==> src/rtl/fcq_pkg.sv <==
`timescale 1ns / 1ps
// ----------------------------------------------------------------------------
// fcq_pkg: shared types and codes for the circular FIFO queue unit
// Holds the input and result transaction structs and the command and status
// codes used by the control logic and the top level.
// ----------------------------------------------------------------------------
package fcq_pkg;

  // Command codes
  localparam logic CMD_ENQ = 1'b0;
  localparam logic CMD_DEQ = 1'b1;

  // Status codes
  localparam logic [1:0] ST_DONE      = 2'd0;
  localparam logic [1:0] ST_OVERFLOW  = 2'd1;
  localparam logic [1:0] ST_UNDERFLOW = 2'd2;

  localparam int WORD_W = 32;
  localparam int FILL_W = 8;

  typedef struct packed {
    logic                     command;
    logic signed [WORD_W-1:0] data_in;
  } in_t;

  typedef struct packed {
    logic [1:0]               status;
    logic [FILL_W-1:0]        fill_count;
    logic                     is_empty;
    logic signed [WORD_W-1:0] head_word;
    logic signed [WORD_W-1:0] tail_word;
  } out_t;

endpackage

==> src/rtl/circular_fifo_queue_unit.sv <==
`timescale 1ns / 1ps
// A transaction's result passes the fcq_ctrl states S_RD and S_HOLD and the
// output register before out_valid; no new transaction is accepted until the
// result leaves S_HOLD, after the head fetch through the registered read port.
// Reset (rst_n, synchronous, active low) empties the queue: pointers and count
// go to zero; the word store is not cleared and needs no clearing pass.
// ----------------------------------------------------------------------------
// circular_fifo_queue_unit: ring-buffer FIFO of signed 32-bit words
// Takes enqueue or dequeue transactions and returns one result each with the
// status, the fill count, an empty flag and the head and tail words.
// ----------------------------------------------------------------------------
module circular_fifo_queue_unit #(
  parameter int QUEUE_DEPTH = 128
) (
  input  logic          clk,
  input  logic          rst_n,
  input  logic          in_valid,
  output logic          in_ready,
  input  fcq_pkg::in_t  in_data,
  output logic          out_valid,
  input  logic          out_ready,
  output fcq_pkg::out_t out_data
);

  localparam int ADDR_W = $clog2(QUEUE_DEPTH);
  localparam int CNT_W  = $clog2(QUEUE_DEPTH + 1);

  logic                              res_valid;
  logic                              res_take;
  fcq_pkg::out_t                     res_data;
  logic                              mem_wr_en;
  logic [ADDR_W-1:0]                 mem_wr_addr;
  logic signed [fcq_pkg::WORD_W-1:0] mem_wr_data;
  logic                              mem_rd_en;
  logic [ADDR_W-1:0]                 mem_rd_addr;
  logic signed [fcq_pkg::WORD_W-1:0] mem_rd_data;

  logic          out_valid_r, out_valid_nxt;
  fcq_pkg::out_t out_data_r;

  fcq_ctrl #(
    .DEPTH  (QUEUE_DEPTH),
    .ADDR_W (ADDR_W),
    .CNT_W  (CNT_W)
  ) u_ctrl (
    .clk         (clk),
    .rst_n       (rst_n),
    .in_valid    (in_valid),
    .in_ready    (in_ready),
    .in_data     (in_data),
    .res_valid   (res_valid),
    .res_take    (res_take),
    .res_data    (res_data),
    .mem_wr_en   (mem_wr_en),
    .mem_wr_addr (mem_wr_addr),
    .mem_wr_data (mem_wr_data),
    .mem_rd_en   (mem_rd_en),
    .mem_rd_addr (mem_rd_addr),
    .mem_rd_data (mem_rd_data)
  );

  fcq_mem #(
    .DEPTH  (QUEUE_DEPTH),
    .ADDR_W (ADDR_W)
  ) u_mem (
    .clk     (clk),
    .wr_en   (mem_wr_en),
    .wr_addr (mem_wr_addr),
    .wr_data (mem_wr_data),
    .rd_en   (mem_rd_en),
    .rd_addr (mem_rd_addr),
    .rd_data (mem_rd_data)
  );

  // Load the output register when it is empty or being drained
  assign res_take = res_valid && (!out_valid_r || out_ready);

  always_comb begin
    out_valid_nxt = out_valid_r;
    if (res_take) begin
      out_valid_nxt = 1'b1;
    end else if (out_ready) begin
      out_valid_nxt = 1'b0;
    end
  end

  always_ff @(posedge clk) begin
    if (!rst_n) begin
      out_valid_r <= 1'b0;
    end else begin
      out_valid_r <= out_valid_nxt;
    end
  end

  always_ff @(posedge clk) begin
    if (res_take) begin
      out_data_r <= res_data;
    end
  end

  assign out_valid = out_valid_r;
  assign out_data  = out_data_r;

endmodule

==> src/rtl/fcq_mem.sv <==
`timescale 1ns / 1ps
// ----------------------------------------------------------------------------
// fcq_mem: word store of the queue
// Simple dual-port synchronous RAM, one write and one read port, with the
// read data registered.
// ----------------------------------------------------------------------------
module fcq_mem #(
  parameter int DEPTH  = 128,
  parameter int ADDR_W = $clog2(DEPTH)
) (
  input  logic                             clk,
  input  logic                             wr_en,
  input  logic [ADDR_W-1:0]                wr_addr,
  input  logic signed [fcq_pkg::WORD_W-1:0] wr_data,
  input  logic                             rd_en,
  input  logic [ADDR_W-1:0]                rd_addr,
  output logic signed [fcq_pkg::WORD_W-1:0] rd_data
);

  logic signed [fcq_pkg::WORD_W-1:0] mem [DEPTH];

  // Write port
  always_ff @(posedge clk) begin
    if (wr_en) begin
      mem[wr_addr] <= wr_data;
    end
  end

  // Registered read port
  always_ff @(posedge clk) begin
    if (rd_en) begin
      rd_data <= mem[rd_addr];
    end
  end

endmodule

==> src/rtl/fcq_ctrl.sv <==
`timescale 1ns / 1ps
// ----------------------------------------------------------------------------
// fcq_ctrl: pointer, count and sequencing logic of the queue
// Applies one transaction at a time: updates pointers and count, writes the
// store on enqueue, fetches the new head on dequeue and builds the result.
// ----------------------------------------------------------------------------
module fcq_ctrl #(
  parameter int DEPTH  = 128,
  parameter int ADDR_W = $clog2(DEPTH),
  parameter int CNT_W  = $clog2(DEPTH + 1)
) (
  input  logic                              clk,
  input  logic                              rst_n,
  // input transaction
  input  logic                              in_valid,
  output logic                              in_ready,
  input  fcq_pkg::in_t                      in_data,
  // result toward the output register
  output logic                              res_valid,
  input  logic                              res_take,
  output fcq_pkg::out_t                     res_data,
  // word store
  output logic                              mem_wr_en,
  output logic [ADDR_W-1:0]                 mem_wr_addr,
  output logic signed [fcq_pkg::WORD_W-1:0] mem_wr_data,
  output logic                              mem_rd_en,
  output logic [ADDR_W-1:0]                 mem_rd_addr,
  input  logic signed [fcq_pkg::WORD_W-1:0] mem_rd_data
);

  localparam logic [1:0] S_IDLE = 2'd0;
  localparam logic [1:0] S_RD   = 2'd1;
  localparam logic [1:0] S_HOLD = 2'd2;

  localparam logic [CNT_W-1:0]  CNT_FULL = CNT_W'(DEPTH);
  localparam logic [ADDR_W-1:0] PTR_LAST = ADDR_W'(DEPTH - 1);

  logic [1:0]                        state_r, state_nxt;
  logic [ADDR_W-1:0]                 rd_ptr_r, rd_ptr_nxt;
  logic [ADDR_W-1:0]                 wr_ptr_r, wr_ptr_nxt;
  logic [CNT_W-1:0]                  count_r, count_nxt;
  logic [1:0]                        status_r, status_nxt;
  logic                              head_load_r, head_load_nxt;
  logic signed [fcq_pkg::WORD_W-1:0] head_r, head_nxt;
  logic signed [fcq_pkg::WORD_W-1:0] tail_r, tail_nxt;

  logic              accept;
  logic              enq_ok;
  logic              deq_ok;
  logic [ADDR_W-1:0] rd_ptr_inc;
  logic [ADDR_W-1:0] wr_ptr_inc;
  logic [CNT_W+fcq_pkg::FILL_W-1:0] count_ext;

  assign in_ready = (state_r == S_IDLE);
  assign accept   = in_valid && in_ready;

  // Classify the transaction against the current fill
  assign enq_ok = accept && (in_data.command == fcq_pkg::CMD_ENQ) && (count_r != CNT_FULL);
  assign deq_ok = accept && (in_data.command == fcq_pkg::CMD_DEQ) && (count_r != '0);

  // Wrap pointers at the last slot
  assign rd_ptr_inc = (rd_ptr_r == PTR_LAST) ? '0 : rd_ptr_r + 1'b1;
  assign wr_ptr_inc = (wr_ptr_r == PTR_LAST) ? '0 : wr_ptr_r + 1'b1;

  // Store access: write on enqueue, fetch the next head on dequeue
  assign mem_wr_en   = enq_ok;
  assign mem_wr_addr = wr_ptr_r;
  assign mem_wr_data = in_data.data_in;
  assign mem_rd_en   = deq_ok && (count_r > CNT_W'(1));
  assign mem_rd_addr = rd_ptr_inc;

  // Next state of pointers, count, status and cached end words
  always_comb begin
    state_nxt     = state_r;
    rd_ptr_nxt    = rd_ptr_r;
    wr_ptr_nxt    = wr_ptr_r;
    count_nxt     = count_r;
    status_nxt    = status_r;
    head_load_nxt = head_load_r;
    head_nxt      = head_r;
    tail_nxt      = tail_r;
    case (state_r)
      S_IDLE: begin
        if (accept) begin
          state_nxt     = S_RD;
          head_load_nxt = mem_rd_en;
          status_nxt    = fcq_pkg::ST_DONE;
          if (in_data.command == fcq_pkg::CMD_ENQ) begin
            if (enq_ok) begin
              wr_ptr_nxt = wr_ptr_inc;
              count_nxt  = count_r + 1'b1;
              tail_nxt   = in_data.data_in;
              if (count_r == '0) begin
                head_nxt = in_data.data_in;
              end
            end else begin
              status_nxt = fcq_pkg::ST_OVERFLOW;
            end
          end else begin
            if (deq_ok) begin
              rd_ptr_nxt = rd_ptr_inc;
              count_nxt  = count_r - 1'b1;
            end else begin
              status_nxt = fcq_pkg::ST_UNDERFLOW;
            end
          end
        end
      end
      S_RD: begin
        // take the fetched head word
        if (head_load_r) begin
          head_nxt = mem_rd_data;
        end
        state_nxt = S_HOLD;
      end
      S_HOLD: begin
        if (res_take) begin
          state_nxt = S_IDLE;
        end
      end
      default: begin
        state_nxt = S_IDLE;
      end
    endcase
  end

  // Control registers
  always_ff @(posedge clk) begin
    if (!rst_n) begin
      state_r  <= S_IDLE;
      rd_ptr_r <= '0;
      wr_ptr_r <= '0;
      count_r  <= '0;
    end else begin
      state_r  <= state_nxt;
      rd_ptr_r <= rd_ptr_nxt;
      wr_ptr_r <= wr_ptr_nxt;
      count_r  <= count_nxt;
    end
  end

  // Payload registers
  always_ff @(posedge clk) begin
    status_r    <= status_nxt;
    head_load_r <= head_load_nxt;
    head_r      <= head_nxt;
    tail_r      <= tail_nxt;
  end

  // Build the result; end words read as zero when empty
  assign count_ext = {{fcq_pkg::FILL_W{1'b0}}, count_r};
  assign res_valid = (state_r == S_HOLD);

  always_comb begin
    res_data.status     = status_r;
    res_data.fill_count = count_ext[fcq_pkg::FILL_W-1:0];
    res_data.is_empty   = (count_r == '0);
    res_data.head_word  = (count_r == '0) ? '0 : head_r;
    res_data.tail_word  = (count_r == '0) ? '0 : tail_r;
  end

  // Count never passes the depth
  a_count_range: assert property (@(posedge clk) disable iff (!rst_n)
    count_r <= CNT_FULL)
    else $error("fcq_ctrl: count above depth");

  // Empty or full queue has coinciding pointers
  a_ptr_align: assert property (@(posedge clk) disable iff (!rst_n)
    (count_r == '0 || count_r == CNT_FULL) |-> (rd_ptr_r == wr_ptr_r))
    else $error("fcq_ctrl: pointers out of step with count");

  // An accepted transaction moves the count by at most one
  a_count_step: assert property (@(posedge clk) disable iff (!rst_n)
    accept |=> (count_r == $past(count_r) || count_r == $past(count_r) + 1'b1
                || count_r == $past(count_r) - 1'b1))
    else $error("fcq_ctrl: count jumped");

  // Without a transaction, count and pointers hold
  a_idle_hold: assert property (@(posedge clk) disable iff (!rst_n)
    (!accept && $past(rst_n)) |=> ($stable(count_r) && $stable(rd_ptr_r)
                                   && $stable(wr_ptr_r)))
    else $error("fcq_ctrl: state changed without a transaction");

endmodule
==> config.mk <==
export PLATFORM = sky130hd
export DESIGN_NAME = circular_fifo_queue_unit
export DESIGN_NICKNAME = d
export VERILOG_FILES = /design/src/rtl/fcq_pkg.sv /design/src/rtl/circular_fifo_queue_unit.sv /design/src/rtl/fcq_mem.sv /design/src/rtl/fcq_ctrl.sv
export SDC_FILE = /design/constraint.sdc
export NUM_CORES = 2
export LEC_CHECK = 0
export BUFFER_PORTS_ARGS = -buffer_cell sky130_fd_sc_hd__buf_2
export CORE_ASPECT_RATIO = 0.5
export CORE_MARGIN = 2
export CORE_UTILIZATION = 49
export CTS_CLUSTER_DIAMETER = 50
export DETAILED_ROUTE_END_ITERATION = 10
export PLACE_DENSITY_LB_ADDON = 0.1
export SETUP_SLACK_MARGIN = 0.02
export SYNTH_ARGS = -nofsm -noshare
export SYNTH_HDL_FRONTEND = slang
export SYNTH_SLANG_ARGS = --single-unit
==> constraint.sdc <==
create_clock -name clk -period 8.2 [get_ports clk]
set_clock_uncertainty 0.15 [all_clocks]
set_input_delay 2.46 -clock clk [delete_from_list [all_inputs] [get_ports clk]]
set_output_delay 2.46 -clock clk [all_outputs]
set_load 0.01 [all_outputs]
==> impl_results.md <==
* Status: finished with violations
* Failing checks: capacitance limit, slew limit
* Most used cell, CP: buf_12
* Relative slew slack at -0.0443
* Syn nets at 11416
* Die area at 346000 µm²
* DRT Pass-1 Iters at 7
* Final nets at 11567
* Switching part of the total at 0.263
* Worst R2R End: u_mem.rd_data[25]
* Dpl ws at 1.99 ns
* Clk buf depth at 4
* Pwr Density at 258 nW/µm²
* Die span in x at 830 µm
* Hold depth at 0
* First-pass GRT wire length at 795000 µm
* Met1 GRT Util at 0.504
* GRT overflow at 0
* Sequential power share at 0.506
* Met2 usage at 0.439
* Top_reg_cell synth: edfxtp_1
* PnR worst setup slack at 2.07 ns
* Int Power at 0.0355 W
* Final WL at 585000 µm
* Core footprint at 339000 µm²
* Ys async rst share at 0
* Share of layout cells above drive strength 1 at 0.109
* Cells after synthesis at 11374
* Worst path bufs/invs at 3
* Fmax at 163 MHz
* Crit-path cells: and2_1, a21o_4, buf_12, buf_12, mux2i_1, a32oi_1, a31oi_1, a21oi_1, buf_4, a2111oi_2, nor2_1
* Max stage delay cell, worst path: a21o_4
* Commonest non-fill, non-tap cell in the layout: edfxtp_1
* Post-synth EDFFs at 4270
* Clk sinks at 4295
* Biggest cell delay along the critical path at 0.83 ns
* RSZ-0062 raised after global routing: no
* CTS tree: built
* Mean Syn Cell Area at 14.7 µm²
* Worst hold endpoint: out_data[74]
* Post-CTS setup buffers at 0
* Crit path max-delay family: compound AO/OA/AOI/OAI gates
* WP data arrival at 6.68 ns
* Post-DP Area at 174000 µm²
* H-tree depth at 5
* Cts repair resizes at 0
* Initial Utilization at 0.493
* Routability cong. at 0.988
* GR Util All Layers at 0.330
* Final Hold Fails at 0
* DRC viols at 0
* Cell variety after synth at 78
* Period utilization at 0.748
* Smallest hold slack at 0.341 ns
* CP Class: reg2reg
* Port Buf Inserts at 113
* Vias per cell at 6.44
* Worst-Margin Slew at 1.56 ns
* Setup crit end kind: flop
* P_sw at 0.0127 W
* Final core occ at 0.551
* Most Crowded Layer GR: met1
* Fin. max-slew vios at 10
* Post-Syn Area at 167000 µm²
* Critical Path RT at 8.75 ns
* RR Startpoint: u_ctrl.rd_ptr_r[2]
* Worst Reg-to-Reg Cells at 11
* Worst Hold Launch: u_ctrl.status_r[1]
* Final setup violation count at 0
* Layout fillers at 27403
* Worst min-delay path class: reg2reg
* Clk network pwr share at 0.378
* Flop-to-flop setup slack at 2.07 ns
* Initial antenna violation count at 71
* Clock latency at the later pin of the worst-skew pair at 0.97 ns
* Register bit total from synthesis at 4295
* Finished Cell Area at 187000 µm²
* Leakage at 59.5 nW
* Setup_tns at 0 ns
* Most frequent cells in the layout: edfxtp_1 (4270), nand2_1 (2973), nand3_1 (1089), mux2i_1 (488), clkbuf_16 (389)
* DP HPWL at 358000 µm
* Logic pwr share at 0.115
* CP startpoint kind: flop
* Clock transition at path regs at 0.07 ns
* Post-DR wirelength/cell at 35.7 µm
* Vias at 105479
* Peak supply drop at 200 µV
* Drt first-iter violations at 18760
* Max Cap Violations at 5
* Yosys warns at 0
* Largest net degree at the start of global routing at 138
* Vias in the first global route at 94767
* Register area share after synthesis at 0.770
* Num CTS Buffers at 384
* Row Count at 151
* Area delta synth->final at 11.7%
* Number of routed nets with antenna violations at 0
* Met3 Use GR at 0.133
* I/O pins at 114
* Post-CTS Hold Buffers at 0
* Clock Tree Root: clkbuf_16
* Post-route minimum period at 6.13 ns
* Die Y at 417 µm
* Critical path fanouts, max at 111
==> stage by stage <==
stage / total power (W) / cells
after floorplan: 0.0275 / 11374
after global placement: 0.0301 / 15651
after detailed placement: 0.0302 / 15652
after CTS: 0.0480 / 16334
after global routing: 0.0492 / 16363
final: 0.0481 / 16377
==> cell families after synthesis <==
kind of cell,Yosys count,synth area share
and+or+nand+nor,4804,0.124
DFF,4295,0.770
AOI/OAI and AO/OA,942,0.0407
buffers and inverters,711,0.0218
muxes,600,0.0420
xor gates and xnor gates,17,0.000891
adders and majority gates,5,0.000374
==> cell usage after synthesis, types with 50 or more instances <==
cell	count	area [µm²]
nand4_1	298	1860
a21oi_1	178	891
buf_2	211	1060
a31oi_1	124	776
clkbuf_1	291	1090
o22ai_1	50	313
nor2b_1	76	475
buf_1	64	240
o21ai_0	78	390
mux4_2	77	1730
nor2_1	218	818
nand3_1	1091	5460
a32oi_1	310	2720
nand2_1	2974	11200
mux2i_1	488	4880
edfxtp_1	4270	128000
buf_4	84	631
==> worst max path at each step <==
stage                       startpoint                  to  slack [ns]  cells past startpoint
floorplan                     in_valid   u_mem.mem[109][0]        1.39                      7
global placement              in_valid  u_mem.mem[107][19]        2.01                      8
detailed placement            in_valid  u_mem.mem[107][14]        1.99                      8
CTS                 u_ctrl.rd_ptr_r[2]   u_mem.rd_data[25]        2.47                     11
global route        u_ctrl.rd_ptr_r[2]   u_mem.rd_data[25]        2.20                     11
finish              u_ctrl.rd_ptr_r[2]   u_mem.rd_data[25]        2.07                     11
==> worst reg2reg max path, stage by stage (launching register included) <==
cell and delay, ns:
dfxtp_1 0.59, and2_1 0.70, a21o_4 0.83, buf_12 0.44, buf_12 0.49, mux2i_1 0.36, a32oi_1 0.09, a31oi_1 0.70
a21oi_1 0.47, buf_4 0.29, a2111oi_2 0.64, nor2_1 0.10
==> area by class of cell <==
class	count	area [µm²]	area share
flip-flops and latches	4295	129000	0.690
repair buffers	464	3930	0.0211
diodes	43	108	0.000576
well taps	4513	5650	0.0303
clock buffers	463	10000	0.0536
clock inverters	219	2150	0.0115
multi-input cells	6368	36000	0.193
inverters	12	45.0	0.000241
==> metal layers <==
layer / wire length (µm) / vias up
met3: 90300 / 772
met5: 837 / -
met4: 15000 / 28
met2: 236000 / 7088
met1: 243000 / 54286
li1: - / 43305
==> power groups by stage <==
stage | sequential, W | combinational, W | clock, W
6_report | 0.0244 | 0.00554 | 0.0182
5_1_grt | 0.0244 | 0.00569 | 0.0192
4_1_cts | 0.0243 | 0.00535 | 0.0183
3_5_place_dp | 0.0248 | 0.00533 | 0
3_3_place_gp | 0.0248 | 0.00531 | 0
2_1_floorplan | 0.0248 | 0.00269 | 0
==> state kept, by name (all words and copies together), names as in the netlist, 7 cells and up <==
| register | cells |
|---|---|
| u_mem.mem | 4096 |
| out_data | 75 |
| u_ctrl.head_r | 32 |
| u_ctrl.tail_r | 32 |
| u_mem.rd_data | 32 |
| u_ctrl.count_r | 8 |
| u_ctrl.mem_wr_addr | 7 |
| u_ctrl.rd_ptr_r | 7 |
(Power assumes the default switching activity.)
